File: config.mk
export PLATFORM = sky130hd
export DESIGN_NAME = bayer_dither_gray4_packer
export DESIGN_NICKNAME = d
export VERILOG_FILES = /design/src/rtl/bdg_pkg.sv /design/src/rtl/bdg_position.sv /design/src/rtl/bdg_pack.sv /design/src/rtl/bayer_dither_gray4_packer.sv
export VERILOG_INCLUDE_DIRS = /design/src /design/src/rtl
export SDC_FILE = /design/constraint.sdc
export NUM_CORES = 1
export LEC_CHECK = 0
export ABC_AREA = 1
export BUFFER_PORTS_ARGS = -buffer_cell sky130_fd_sc_hd__buf_4
export CAP_MARGIN = 20
export CORE_ASPECT_RATIO = 1.2
export CORE_UTILIZATION = 65
export CTS_BUF_LIST = sky130_fd_sc_hd__clkbuf_2
export CTS_CLUSTER_SIZE = 14
export DETAILED_ROUTE_END_ITERATION = 16
export PLACE_DENSITY = 0.86
export SLEW_MARGIN = 20
export SYNTH_ARGS = -nofsm -noshare
export SYNTH_HDL_FRONTEND = slang
export SYNTH_HIERARCHICAL = 1
export SYNTH_SLANG_ARGS = --single-unit
File: constraint.sdc
create_clock -name clk -period 16.1 [get_ports clk]
set_clock_uncertainty 0.2 [all_clocks]
set_input_delay 3.22 -clock clk [delete_from_list [all_inputs] [get_ports clk]]
set_output_delay 3.22 -clock clk [all_outputs]
set_load 0.05 [all_outputs]
File: src/rtl/bayer_dither_gray4_packer_defines.svh
// assertion macros shared by the dither packer rtl
// no dependencies; included by modules that carry assertions
`ifndef BAYER_DITHER_GRAY4_PACKER_DEFINES_SVH
`define BAYER_DITHER_GRAY4_PACKER_DEFINES_SVH

// same-cycle implication
`define BDG_ASSERT_NOW(label, clk, rst, ante, cons, msg) \
  label: assert property (@(posedge clk) disable iff (rst) (ante) |-> (cons)) \
    else $error(msg);

// next-cycle implication
`define BDG_ASSERT_NEXT(label, clk, rst, ante, cons, msg) \
  label: assert property (@(posedge clk) disable iff (rst) (ante) |=> (cons)) \
    else $error(msg);

`endif

File: src/rtl/bdg_pkg.sv
// shared types, constants and the bayer threshold table for the dither packer
// no dependencies
`timescale 1ns / 1ps

package bdg_pkg;

  localparam int unsigned MAX_DIMENSION_DEF = 1024;
  localparam int unsigned CFG_DIM_W = 11;
  localparam int unsigned CFG_ADDR_W = 2;

  localparam logic [CFG_DIM_W-1:0] WIDTH_RESET = 11'd492;
  localparam logic [CFG_DIM_W-1:0] HEIGHT_RESET = 11'd560;

  localparam int unsigned LUMA_R = 30;
  localparam int unsigned LUMA_G = 59;
  localparam int unsigned LUMA_B = 11;
  localparam int unsigned LUMA_DIV = 100;
  localparam int unsigned BAYER_SCALE = 4;
  // gray >= 4*m  <=>  sum >= 400*m, so no divide is needed
  localparam int unsigned THRESH_SCALE = BAYER_SCALE * LUMA_DIV;
  localparam int unsigned LUMA_SUM_W = 15;

  localparam logic [3:0] IDX_WHITE = 4'h0;
  localparam logic [3:0] IDX_BLACK = 4'hF;

  typedef enum logic [CFG_ADDR_W-1:0] {
    REG_IMAGE_WIDTH  = 2'd0,
    REG_IMAGE_HEIGHT = 2'd1,
    REG_SWAP_RB      = 2'd2
  } cfg_reg_e;

  typedef struct packed {
    logic [8:0] byte_column;
    logic [9:0] row_index;
    logic [2:0] bayer_row;
    logic [2:0] bayer_col;
    logic       last_col;
    logic       last_row;
  } pos_t;

  localparam logic [5:0] BAYER_MATRIX [0:63] = '{
    6'd0,  6'd48, 6'd12, 6'd60, 6'd3,  6'd51, 6'd15, 6'd63,
    6'd32, 6'd16, 6'd44, 6'd28, 6'd35, 6'd19, 6'd47, 6'd31,
    6'd8,  6'd56, 6'd4,  6'd52, 6'd11, 6'd59, 6'd7,  6'd55,
    6'd40, 6'd24, 6'd36, 6'd20, 6'd43, 6'd27, 6'd39, 6'd23,
    6'd2,  6'd50, 6'd14, 6'd62, 6'd1,  6'd49, 6'd13, 6'd61,
    6'd34, 6'd18, 6'd46, 6'd30, 6'd33, 6'd17, 6'd45, 6'd29,
    6'd10, 6'd58, 6'd6,  6'd54, 6'd9,  6'd57, 6'd5,  6'd53,
    6'd42, 6'd26, 6'd38, 6'd22, 6'd41, 6'd25, 6'd37, 6'd21
  };

  function automatic logic [LUMA_SUM_W-1:0] bayer_threshold(
    input logic [2:0] row,
    input logic [2:0] col
  );
    return LUMA_SUM_W'(BAYER_MATRIX[{row, col}]) * LUMA_SUM_W'(THRESH_SCALE);
  endfunction

endpackage

File: src/rtl/bdg_position.sv
// column and row counters of the raster scan, with dimension clamping
// depends on bdg_pkg and bayer_dither_gray4_packer_defines.svh
`timescale 1ns / 1ps
`include "bayer_dither_gray4_packer_defines.svh"

module bdg_position #(
  parameter int unsigned MAX_DIMENSION = bdg_pkg::MAX_DIMENSION_DEF
) (
  input  logic                           clk,
  input  logic                           rst,
  input  logic                           advance,
  input  logic [bdg_pkg::CFG_DIM_W-1:0]  image_width,
  input  logic [bdg_pkg::CFG_DIM_W-1:0]  image_height,
  output bdg_pkg::pos_t                  pos
);
  import bdg_pkg::*;

  localparam int unsigned CW = $clog2(MAX_DIMENSION);
  localparam int unsigned CMPW = (CW + 1 > CFG_DIM_W) ? CW + 1 : CFG_DIM_W;

  logic [CW-1:0]   column_position;
  logic [CW-1:0]   row_position;
  logic [CMPW-1:0] width_m1;
  logic [CMPW-1:0] height_m1;
  logic [CW+9:0]   col_ext;
  logic [CW+9:0]   row_ext;
  logic            last_col;
  logic            last_row;

  // last index of each dimension, 0 acting as 1 and large values clamped
  function automatic logic [CMPW-1:0] dim_last(input logic [CFG_DIM_W-1:0] v);
    logic [CMPW-1:0] ve;
    ve = CMPW'(v);
    if (ve == '0) begin
      return '0;
    end else if (ve > CMPW'(MAX_DIMENSION)) begin
      return CMPW'(MAX_DIMENSION - 1);
    end else begin
      return ve - CMPW'(1);
    end
  endfunction

  always_comb begin
    width_m1 = dim_last(image_width);
    height_m1 = dim_last(image_height);
    last_col = CMPW'(column_position) >= width_m1;
    last_row = CMPW'(row_position) >= height_m1;
    col_ext = (CW + 10)'(column_position);
    row_ext = (CW + 10)'(row_position);
    pos.byte_column = col_ext[9:1];
    pos.row_index = row_ext[9:0];
    pos.bayer_col = col_ext[2:0];
    pos.bayer_row = row_ext[2:0];
    pos.last_col = last_col;
    pos.last_row = last_row;
  end

  always_ff @(posedge clk) begin
    if (rst) begin
      column_position <= '0;
      row_position <= '0;
    end else if (advance) begin
      if (last_col) begin
        column_position <= '0;
        row_position <= last_row ? '0 : row_position + CW'(1);
      end else begin
        column_position <= column_position + CW'(1);
      end
    end
  end

  `BDG_ASSERT_NEXT(a_col_wraps, clk, rst, advance && last_col, column_position == '0, "column did not wrap")
  `BDG_ASSERT_NEXT(a_image_wraps, clk, rst, advance && last_col && last_row, row_position == '0, "row did not wrap at image end")
  `BDG_ASSERT_NEXT(a_hold_idle, clk, rst, !advance, $stable(column_position) && $stable(row_position), "counters moved without a pixel")

endmodule

File: src/rtl/bdg_pack.sv
// gray conversion, bayer threshold, nibble pairing and the output word register
// depends on bdg_pkg and bayer_dither_gray4_packer_defines.svh
`timescale 1ns / 1ps
`include "bayer_dither_gray4_packer_defines.svh"

module bdg_pack (
  input  logic          clk,
  input  logic          rst,
  input  logic          in_valid,
  output logic          in_ready,
  input  logic [7:0]    red,
  input  logic [7:0]    green,
  input  logic [7:0]    blue,
  input  bdg_pkg::pos_t pos,
  output logic          out_valid,
  input  logic          out_ready,
  output logic [7:0]    packed_byte,
  output logic [8:0]    byte_column,
  output logic [9:0]    row_index,
  output logic          row_end,
  output logic          image_end
);
  import bdg_pkg::*;

  logic [LUMA_SUM_W-1:0] luma_sum;
  logic [LUMA_SUM_W-1:0] threshold;
  logic [3:0]            pixel_idx;
  logic                  take;
  logic                  hold_only;
  logic [7:0]            byte_next;
  logic [3:0]            held_high_nibble;

  always_comb begin
    luma_sum = LUMA_SUM_W'(red) * LUMA_SUM_W'(LUMA_R)
             + LUMA_SUM_W'(green) * LUMA_SUM_W'(LUMA_G)
             + LUMA_SUM_W'(blue) * LUMA_SUM_W'(LUMA_B);
    threshold = bayer_threshold(pos.bayer_row, pos.bayer_col);
    pixel_idx = (luma_sum >= threshold) ? IDX_WHITE : IDX_BLACK;
    in_ready = !out_valid || out_ready;
    take = in_valid && in_ready;
    hold_only = !pos.bayer_col[0] && !pos.last_col;
    // even column at row end flushes with a zero low nibble
    byte_next = pos.bayer_col[0] ? {held_high_nibble, pixel_idx} : {pixel_idx, 4'h0};
  end

  always_ff @(posedge clk) begin
    if (rst) begin
      out_valid <= 1'b0;
      held_high_nibble <= '0;
    end else if (take) begin
      if (hold_only) begin
        held_high_nibble <= pixel_idx;
        out_valid <= 1'b0;
      end else begin
        out_valid <= 1'b1;
      end
    end else if (out_ready) begin
      out_valid <= 1'b0;
    end
  end

  always_ff @(posedge clk) begin
    if (take && !hold_only) begin
      packed_byte <= byte_next;
      byte_column <= pos.byte_column;
      row_index <= pos.row_index;
      row_end <= pos.last_col;
      image_end <= pos.last_col && pos.last_row;
    end
  end

  `BDG_ASSERT_NOW(a_end_in_row, clk, rst, out_valid && image_end, row_end, "image end without row end")
  `BDG_ASSERT_NOW(a_nibbles, clk, rst, out_valid, (packed_byte[3:0] == IDX_WHITE || packed_byte[3:0] == IDX_BLACK) && (packed_byte[7:4] == IDX_WHITE || packed_byte[7:4] == IDX_BLACK), "nibble is not a palette index")
  `BDG_ASSERT_NEXT(a_hold_no_word, clk, rst, take && hold_only && out_ready, !out_valid, "word made from held nibble alone")

endmodule

File: src/rtl/bayer_dither_gray4_packer.sv
// Ordered-dither gray-4 packer: rgb pixels in, packed 4-bit palette bytes out.
// A closing pixel, once accepted, passes the input register and then the output
// register before its result word is valid. Throughput: one pixel per cycle when
// m_axis_tready does not stall, set by the single-pass quantize path between the two registers.
// Reset: counters, held nibble and valid flags clear; width 492, height 560, no swap.
// depends on bdg_pkg, bdg_position, bdg_pack
`timescale 1ns / 1ps

module bayer_dither_gray4_packer #(
  parameter int unsigned MAX_DIMENSION = bdg_pkg::MAX_DIMENSION_DEF
) (
  input  logic                            clk,
  input  logic                            rst,
  input  logic                            cfg_we,
  input  logic [bdg_pkg::CFG_ADDR_W-1:0]  cfg_addr,
  input  logic [bdg_pkg::CFG_DIM_W-1:0]   cfg_wdata,
  input  logic                            s_axis_tvalid,
  output logic                            s_axis_tready,
  input  logic [23:0]                     s_axis_tdata,  // red, green, blue
  output logic                            m_axis_tvalid,
  input  logic                            m_axis_tready,
  output logic [31:0]                     m_axis_tdata,  // packed_byte, byte_column, row_index
  output logic                            m_axis_tlast,  // row_end
  output logic                            m_axis_tuser   // image_end
);
  import bdg_pkg::*;

  logic [CFG_DIM_W-1:0] image_width;
  logic [CFG_DIM_W-1:0] image_height;
  logic                 swap_red_blue;

  logic          accept;
  logic          pack_ready;
  pos_t          cur_pos;
  logic          s1_valid;
  logic [7:0]    s1_red;
  logic [7:0]    s1_green;
  logic [7:0]    s1_blue;
  pos_t          s1_pos;
  logic [7:0]    packed_byte;
  logic [8:0]    byte_column;
  logic [9:0]    row_index;

  always_ff @(posedge clk) begin
    if (rst) begin
      image_width <= WIDTH_RESET;
      image_height <= HEIGHT_RESET;
      swap_red_blue <= 1'b0;
    end else if (cfg_we) begin
      case (cfg_reg_e'(cfg_addr))
        REG_IMAGE_WIDTH: image_width <= cfg_wdata;
        REG_IMAGE_HEIGHT: image_height <= cfg_wdata;
        REG_SWAP_RB: swap_red_blue <= cfg_wdata[0];
        default: ;
      endcase
    end
  end

  assign s_axis_tready = !s1_valid || pack_ready;
  assign accept = s_axis_tvalid && s_axis_tready;

  bdg_position #(
    .MAX_DIMENSION(MAX_DIMENSION)
  ) u_position (
    .clk         (clk),
    .rst         (rst),
    .advance     (accept),
    .image_width (image_width),
    .image_height(image_height),
    .pos         (cur_pos)
  );

  always_ff @(posedge clk) begin
    if (rst) begin
      s1_valid <= 1'b0;
    end else if (accept) begin
      s1_valid <= 1'b1;
    end else if (pack_ready) begin
      s1_valid <= 1'b0;
    end
  end

  always_ff @(posedge clk) begin
    if (accept) begin
      s1_red <= swap_red_blue ? s_axis_tdata[23:16] : s_axis_tdata[7:0];
      s1_green <= s_axis_tdata[15:8];
      s1_blue <= swap_red_blue ? s_axis_tdata[7:0] : s_axis_tdata[23:16];
      s1_pos <= cur_pos;
    end
  end

  bdg_pack u_pack (
    .clk        (clk),
    .rst        (rst),
    .in_valid   (s1_valid),
    .in_ready   (pack_ready),
    .red        (s1_red),
    .green      (s1_green),
    .blue       (s1_blue),
    .pos        (s1_pos),
    .out_valid  (m_axis_tvalid),
    .out_ready  (m_axis_tready),
    .packed_byte(packed_byte),
    .byte_column(byte_column),
    .row_index  (row_index),
    .row_end    (m_axis_tlast),
    .image_end  (m_axis_tuser)
  );

  assign m_axis_tdata = {5'b0, row_index, byte_column, packed_byte};

endmodule
==> results.toml, run 1 <==
[run_status]
status = "finished clean"

[die]
rows = 48
core_um2 = 14400
die_x_um = 113
design.die.area_um2 = 15300
die_h_um = 135
num_io_pins = 78
floorplan.initialDensity = 0.668

[logic_synthesis]
ys_async_sr_fraction = 0
seq_area_frac_synth = 0.327
yosysTopAreaCellShare = 0.231
netlist_area_um2 = 9620
ys_seq_elements = 120
ys_top_cells_by_area = "edfxtp_1, ha_1, fa_1"
synth-edff-count = 74
syn_area_per_cell_um2 = 9.00
synthFlopType = "edfxtp_1"
synthCells = 1069
yosysUniqueCellTypes = 46
synth_warnings = 6
synth_top_area_cell = "edfxtp_1"

[final_layout]
layout.nets = 1364
fin_util = 0.723
n_fill_cell = 1028
multiInputGateArea_um2 = 5530
drive_above_1_share = 0.130
stdcell_area_um2 = 10400
layout-area-overhead-vs-synth_pct = 8.35
mostFrequentLayoutCells = "nand2_1, inv_1, ha_1"
mostFrequentLayoutCell = "nand2_1"
ff_latch_area_um2 = 3140

[sta]
setup_tns_ns = 0
finalHoldViolations = 0
tightest_slew_ns = 0.827
finalCriticalPeriod_ns = 7.32
finalSetupViolations = 0
rsz0062_at_grt = "false"
slew_viol_final = 0
timing.final.crit_share = 0.455
fmax_mhz = 137
relSlewSlack = 0.449

[clock_tree]
htree_levels = 4
cts_hold_repair.buffers = 0
clock_path_buffers = 2
post_cts_buffers = 0
clk_latency_ns = 0.71
clk_pin_slew_ns = 0.20
cts_resized = 0
cts_inserted_buffers = 17
cts_tree = "yes"
cts_root_buf = "clkbuf_2"
clock_sinks = 120

[global_route]
grt_usage = 0.268
antenna_found_initial = 1
grt_max_degree = 62
grt_pass1_vias = 7271
grt_pass1_wl_um = 31700
overflow = 0

[critical_path]
cp-end-kind = "primary output"
crit_path_start_kind = "primary input"
crit_fanout = 2
cp.required_ns = 12.68
criticalPathCategory = "in2out"
crit_arrival_ns = 3.90

[place]
placed_area_um2 = 10200
gp_congestion = 0.853
post-dp-hpwl_um = 15200
portBuffers = 72

[min_path]
hp-class = "reg2reg"

[drt]
route.detailed.drc = 0
antenna_left = 0
drtPass1Iterations = 5
vias = 7090
wl_per_cell_um = 14.2
vias_per_cell = 5.35
postRouteWirelength_um = 18800
drtIter0Drc = 273

[flow_run]
max-cap-violations = 0
-- per-layer routing --
layer,GRT usage,vias to the layer above,share of wire
met1,0.281,3333,0.39
met4,0.121,0,0.031
met2,0.511,166,0.54
met5,0,-,0
met3,0.0532,48,0.038
li1,-,3543,-
-- registers in the layout, summed over array words and instances (netlist names) --
name,count
u_pack/byte_column,9
s1_valid,1
image_height,11
image_width,11
u_pack/row_end,1
u_position/row_position,10
u_pack/image_end,1
s1_blue,8
u_pack/out_valid,1
u_pack/row_index,10
s1_green,8
u_position/column_position,10
u_pack/packed_byte,2
s1_red,8
swap_red_blue,1
u_pack/held_high_nibble,1
s1_pos,27
-- worst paths after layout --
path	from	to	slack [ns]	depth (start not counted)
worst max-delay path	m_axis_tready	s_axis_tready	8.78	6
worst min-delay path	s1_pos[21]$_DFFE_PP_	u_pack/byte_column[3]$_DFFE_PP_	0.22	0
worst max register to register	s1_red[4]$_DFFE_PP_	u_pack/packed_byte[6]$_DFFE_PP_	9.59	27
worst min register to register	s1_pos[21]$_DFFE_PP_	u_pack/byte_column[3]$_DFFE_PP_	0.22	0
-- stage by stage --
step,std cells,worst slack [ns],hold slack (ns)
after detailed placement,1293,8.79,0.205
after floorplan,1073,8.84,0.200
after global routing,1326,8.73,0.236
after CTS,1325,8.79,0.235
final,1326,8.78,0.222
after global placement,1293,8.80,0.200
-- critical path: stages --
cell	delay, ns
buf_4	0.11
nor2_1	0.12
inv_1	0.07
inv_1	0.11
nand2_1	0.08
buf_4	0.19
-- final cells by class --
| class | count | share of cell area |
|---|---|---|
| Inverter | 203 | 0.0736 |
| Clock inverter | 15 | 0.0121 |
| Clock buffer | 17 | 0.00816 |
| Multi-Input combinational cell | 721 | 0.530 |
| Tap cell | 175 | 0.0210 |
| Antenna cell | 1 | 0.000240 |
| Sequential cell | 120 | 0.301 |
| Timing Repair Buffer | 74 | 0.0533 |
-- cell families after synthesis --
| group | count (synthesis) | share of synthesized area |
|---|---|---|
| AND/OR/NAND/NOR | 385 | 0.181 |
| buffers and inverters | 232 | 0.102 |
| adder cells (fa/ha/maj) | 185 | 0.291 |
| flip-flops | 120 | 0.327 |
| AO/OA/AOI/OAI | 106 | 0.0622 |
| XOR/XNOR | 40 | 0.0364 |
| other | 1 | 0.000390 |
-- synth_stat cells, types with 2 or more instances --
cell type,instances
nor2_4,3
nand3_1,49
buf_6,4
a21oi_4,2
nand3_2,4
xor2_1,28
xnor2_1,12
nand3b_1,2
ha_1,120
inv_1,197
buf_2,4
a31oi_1,4
nand2_2,7
fa_1,65
o21ai_0,38
a21o_1,2
nand2_1,206
buf_4,19
nor2_1,75
nand4_1,11
nor3_1,9
o211ai_1,2
o21ai_1,2
nor2_2,8
a21oi_2,2
nand2_4,2
inv_2,5
clkbuf_1,2
o21a_1,2
a21oi_1,46
edfxtp_1,74
nor3_2,2
dfxtp_1,46
o31ai_1,3
Power of run 1 is left out: the tool's default activity adds up to more than one toggle a clock period on the data nets, which glitch-free logic cannot reach.
==> inputs of run 2 (changes only) <==
--- a/config.mk
+++ b/config.mk
@@ -10,11 +10,11 @@
 export BUFFER_PORTS_ARGS = -buffer_cell sky130_fd_sc_hd__buf_4
 export CAP_MARGIN = 20
 export CORE_ASPECT_RATIO = 1.2
-export CORE_UTILIZATION = 65
+export CORE_UTILIZATION = 63
 export CTS_BUF_LIST = sky130_fd_sc_hd__clkbuf_2
 export CTS_CLUSTER_SIZE = 14
 export DETAILED_ROUTE_END_ITERATION = 16
-export PLACE_DENSITY = 0.86
+export PLACE_DENSITY = 0.83
 export SLEW_MARGIN = 20
 export SYNTH_ARGS = -nofsm -noshare
 export SYNTH_HDL_FRONTEND = slang
==> constraint.sdc (replaced) <==
create_clock -name clk -period 7.05 [get_ports clk]
set_clock_uncertainty 0.2 [all_clocks]
set_input_delay 1.41 -clock clk [delete_from_list [all_inputs] [get_ports clk]]
set_output_delay 1.41 -clock clk [all_outputs]
set_load 0.05 [all_outputs]
==> results.toml, run 2 (synthesized netlist as in run 1, its figures left out) <==
[die]
num_io_pins = 78
rows = 49
die_x_um = 115
floorplan.initialDensity = 0.643
die_h_um = 137
design.die.area_um2 = 15800
core_um2 = 15000

[drt]
wl_met2_um = 10400
wl_met1_um = 7250
met3WireLength_um = 698
route.detailed.drc = 0
vias_per_cell = 5.16
drtIter0Drc = 280
top_layer = "met4"
postRouteWirelength_um = 18800
antenna_left = 0
wl_per_cell_um = 13.9
vias = 6998
drtPass1Iterations = 4

[global_route]
grt_usage = 0.262
grt_pass1_wl_um = 31500
antenna_found_initial = 1
overflow = 0
grt_pass1_vias = 7104
grt_max_degree = 62

[critical_path]
crit_fanout = 6
critPathSlowestCell = "fa_1"
cp_num_buf_inv = 3
r2r_end = "u_pack/packed_byte[6]$_DFFE_PP_"
worst_path_largest_cell_delay_ns = 0.61
cpMostUsedCell = "nand2_1"
r2r_start = "s1_red[1]$_DFFE_PP_"
reg2reg_depth = 28
cp.depth = 28
crit_path_start_kind = "flop"
crit_end = "u_pack/packed_byte[6]$_DFFE_PP_"
critPathLaunch = "s1_red[1]$_DFFE_PP_"
r2r_slack_ns = 0.70
crit_family = "adder cells"
criticalPathCategory = "reg2reg"
cp.required_ns = 7.30
crit_arrival_ns = 6.60
cp-end-kind = "flop"

[sta]
setup_tns_ns = 0
finalHoldViolations = 0
fmax_mhz = 157
tightest_slew_ns = 0.818
timing.final.crit_share = 0.901
slew_viol_final = 0
finalSetupViolations = 0
hold-worst-slack_ns = 0.231
rsz0062_at_grt = "false"
finalCriticalPeriod_ns = 6.35
relSlewSlack = 0.454

[final_layout]
mostFrequentLayoutCells = "nand2_1, inv_1, ha_1"
layout-area-overhead-vs-synth_pct = 9.08
drive_above_1_share = 0.128
regMostFlops = "s1_pos"
largest_reg_flops = 27
biggestRegsByFlops = "s1_pos (27), image_height (11), image_width (11)"
layout.nets = 1364
stdcell_area_um2 = 10500
mostFrequentLayoutCell = "nand2_1"

[clock_tree]
cts_root_buf = "clkbuf_2"
cts_tree = "yes"
clock_path_buffers = 2
cts_inserted_buffers = 17
clk_pin_slew_ns = 0.17
clk_latency_ns = 0.69
cts_hold_repair.buffers = 0
post_cts_buffers = 0
clock_sinks = 120
htree_levels = 4
cts_resized = 0

[run_status]
status = "finished clean"

[place]
post-dp-hpwl_um = 15300
gp_congestion = 0.846
portBuffers = 72
placed_area_um2 = 10200

[flow_run]
max-cap-violations = 0

[min_path]
hp-class = "reg2reg"
min_path_cells = 0
-- run 2: worst reg2reg max path: cells and delay by family (launching register included) --
kind | cells | cell delay (ns)
XOR/XNOR | 1 | 0.15
adder cells (fa/ha/maj) | 8 | 3.55
AO/OA/AOI/OAI | 3 | 0.46
buffers and inverters | 3 | 0.17
flip-flops | 1 | 0.52
AND/OR/NAND/NOR | 13 | 1.11
-- run 2: per-layer routing --
layer,GRT usage,up-vias
met4,0.112,0
met2,0.502,132
li1,-,3534
met5,0,-
met1,0.272,3298
met3,0.0581,34
-- run 2: per-stage QoR --
| step | worst slack (ns) | utilization | cells |
|---|---|---|---|
| final | 0.696 | 0.702 | 1355 |
| after global routing | 0.256 | 0.702 | 1355 |
| after CTS | 0.687 | 0.701 | 1354 |
| after detailed placement | 0.681 | 0.685 | 1322 |
| after global placement | 0.885 | 0.685 | 1322 |
| after floorplan | 1.13 | - | 1073 |
-- run 2: how the worst min path moves through the flow --
stage,from,slack (ns),endpoint
2_1_floorplan,s1_pos[18]$_DFFE_PP_,0.20,u_pack/byte_column[0]$_DFFE_PP_
3_3_place_gp,s1_pos[25]$_DFFE_PP_,0.20,u_pack/byte_column[7]$_DFFE_PP_
3_5_place_dp,s1_pos[11]$_DFFE_PP_,0.20,u_pack/row_index[3]$_DFFE_PP_
4_1_cts,s1_pos[13]$_DFFE_PP_,0.24,u_pack/row_index[5]$_DFFE_PP_
5_1_grt,s1_pos[11]$_DFFE_PP_,0.25,u_pack/row_index[3]$_DFFE_PP_
6_report,s1_pos[13]$_DFFE_PP_,0.23,u_pack/row_index[5]$_DFFE_PP_
-- run 2: layout make-up --
cell class              instances  area, µm²
diodes                          1       2.50
clock buffers                  18       90.1
clock inverters                14        155
fillers                      1146       4460
inverters                     203        767
multi-input cells             721       5530
flip-flops and latches        120       3140
well taps                     204        255
repair buffers                 74        556
Power of run 2 is left out for the same reason.
==> inputs of run 3 (changes only) <==
--- a/config.mk
+++ b/config.mk
@@ -9,12 +9,14 @@
 export ABC_AREA = 1
 export BUFFER_PORTS_ARGS = -buffer_cell sky130_fd_sc_hd__buf_4
 export CAP_MARGIN = 20
+export CELL_PAD_IN_SITES_DETAIL_PLACEMENT = 1
+export CELL_PAD_IN_SITES_GLOBAL_PLACEMENT = 1
 export CORE_ASPECT_RATIO = 1.2
-export CORE_UTILIZATION = 63
+export CORE_UTILIZATION = 49
 export CTS_BUF_LIST = sky130_fd_sc_hd__clkbuf_2
 export CTS_CLUSTER_SIZE = 14
 export DETAILED_ROUTE_END_ITERATION = 16
-export PLACE_DENSITY = 0.83
+export PLACE_DENSITY = 0.84
 export SLEW_MARGIN = 20
 export SYNTH_ARGS = -nofsm -noshare
 export SYNTH_HDL_FRONTEND = slang
==> constraint.sdc (replaced) <==
create_clock -name clk -period 6.9 [get_ports clk]
set_clock_uncertainty 0.2 [all_clocks]
set_input_delay 1.38 -clock clk [delete_from_list [all_inputs] [get_ports clk]]
set_output_delay 1.38 -clock clk [all_outputs]
set_load 0.05 [all_outputs]
==> results.toml, run 3 (synthesized netlist as in run 1, its figures left out) <==
[sta]
timing.final.crit_share = 0.954
finalHoldViolations = 0
relSlewSlack = 0.329
hold-worst-slack_ns = 0.232
finalSetupViolations = 0
slew_viol_final = 0
fmax_mhz = 152
tightest_slew_ns = 1.00
finalCriticalPeriod_ns = 6.58

[final_layout]
mostFrequentLayoutCell = "nand2_1"
regMostFlops = "s1_pos"
largest_reg_flops = 27
mostFrequentLayoutCells = "nand2_1, inv_1, ha_1"
layout.nets = 1368
drive_above_1_share = 0.131
biggestRegsByFlops = "s1_pos (27), image_height (11), image_width (11)"
layout-area-overhead-vs-synth_pct = 10.5

[critical_path]
worst_path_largest_cell_delay_ns = 0.55
r2r_slack_ns = 0.32
crit_path_start_kind = "flop"
crit_fanout = 5
cp-end-kind = "flop"
crit_arrival_ns = 6.86
critPathSlowestCell = "fa_1"
cp_num_buf_inv = 3
cpMostUsedCell = "nand2_1"
cp.required_ns = 7.18
criticalPathCategory = "reg2reg"
crit_family = "adder cells"

[global_route]
antenna_found_initial = 1
grt_util_met3 = 0.0506
met1_usage = 0.266
grt_use_met2 = 0.499
grt_max_degree = 34
grt.busiest_layer = "met2"
overflow = 0
grt_usage = 0.261
grt_pass1_wl_um = 40000
grt_pass1_vias = 8205

[drt]
antenna_left = 0
route.detailed.drc = 0
drtPass1Iterations = 4
drtIter0Drc = 277
postRouteWirelength_um = 24400
wl_per_cell_um = 17.3
vias = 7365
vias_per_cell = 5.22

[clock_tree]
clock_sinks = 120
cts_root_buf = "clkbuf_2"
cts_tree = "yes"
clk_latency_ns = 0.71
clock_path_buffers = 2
cts_inserted_buffers = 17
htree_levels = 4
clk_pin_slew_ns = 0.19

[die]
die_h_um = 156
design.die.area_um2 = 20200
core_um2 = 19100
rows = 55
num_io_pins = 78
die_x_um = 130
floorplan.initialDensity = 0.505

[place]
gp_congestion = 0.827
portBuffers = 72
post-dp-hpwl_um = 19900

[flow_run]
max-cap-violations = 0

[min_path]
hp-class = "reg2reg"

[run_status]
status = "finished clean"
-- run 3: cell types whose count changed in the layout (fill, tap and decap cells not counted) --
cell	previous run	this run
buf_4	74	78
bufinv_16	3	5
clkbuf_2	18	17
clkinv_1	4	3
clkinv_4	1	0
clkinvlp_4	3	2
inv_6	2	3
-- run 3: per-layer routing --
layer  routed length (µm)  up-vias
li1                     -     3542
met1                 9170     3614
met2                13500      132
met3                  711       77
met4                  996        0
met5                    0        -
-- run 3: repair_timing --
item,in CTS,in global routing
endpoints found under the setup margin,0,2
buffers inserted,0,4
hold buffers,0,0
gates resized for setup,0,0
-- run 3: worst paths after layout --
path,end,from,cells past startpoint
max,u_pack/packed_byte[6]$_DFFE_PP_,s1_red[2]$_DFFE_PP_,28
min,u_pack/row_index[1]$_DFFE_PP_,s1_pos[9]$_DFFE_PP_,0
max reg2reg,u_pack/packed_byte[6]$_DFFE_PP_,s1_red[2]$_DFFE_PP_,28
min reg2reg,u_pack/row_index[1]$_DFFE_PP_,s1_pos[9]$_DFFE_PP_,0
-- run 3: worst reg2reg max path: cells and delay by family (launching register included) --
kind / cells / cell delay, ns
fa+ha+maj: 8 / 3.59
simple gates: 14 / 1.26
xor+xnor: 1 / 0.17
compound gates: 2 / 0.29
flops: 1 / 0.51
buf+inv: 3 / 0.33
-- run 3: area by class of cell --
class / instances / area (µm²)
Fill cell: 2262 / 8430
Multi-Input combinational cell: 721 / 5530
Sequential cell: 120 / 3140
Inverter: 203 / 767
Timing Repair Buffer: 78 / 586
Tap cell: 256 / 320
Clock inverter: 14 / 204
Clock buffer: 17 / 85.1
Antenna cell: 1 / 2.50
-- run 3: stage by stage --
stage	instance area, µm²	utilization	instances	worst slack (ns)	setup TNS (ns)
floorplan	9640	-	1073	0.978	0
global placement	10300	0.541	1374	0.688	0
detailed placement	10300	0.541	1374	0.346	0
CTS	10600	0.556	1405	0.331	0
global route	10600	0.558	1410	-0.0298	-0.0298
finish	10600	0.558	1410	0.321	0
Power of run 3 is left out for the same reason.
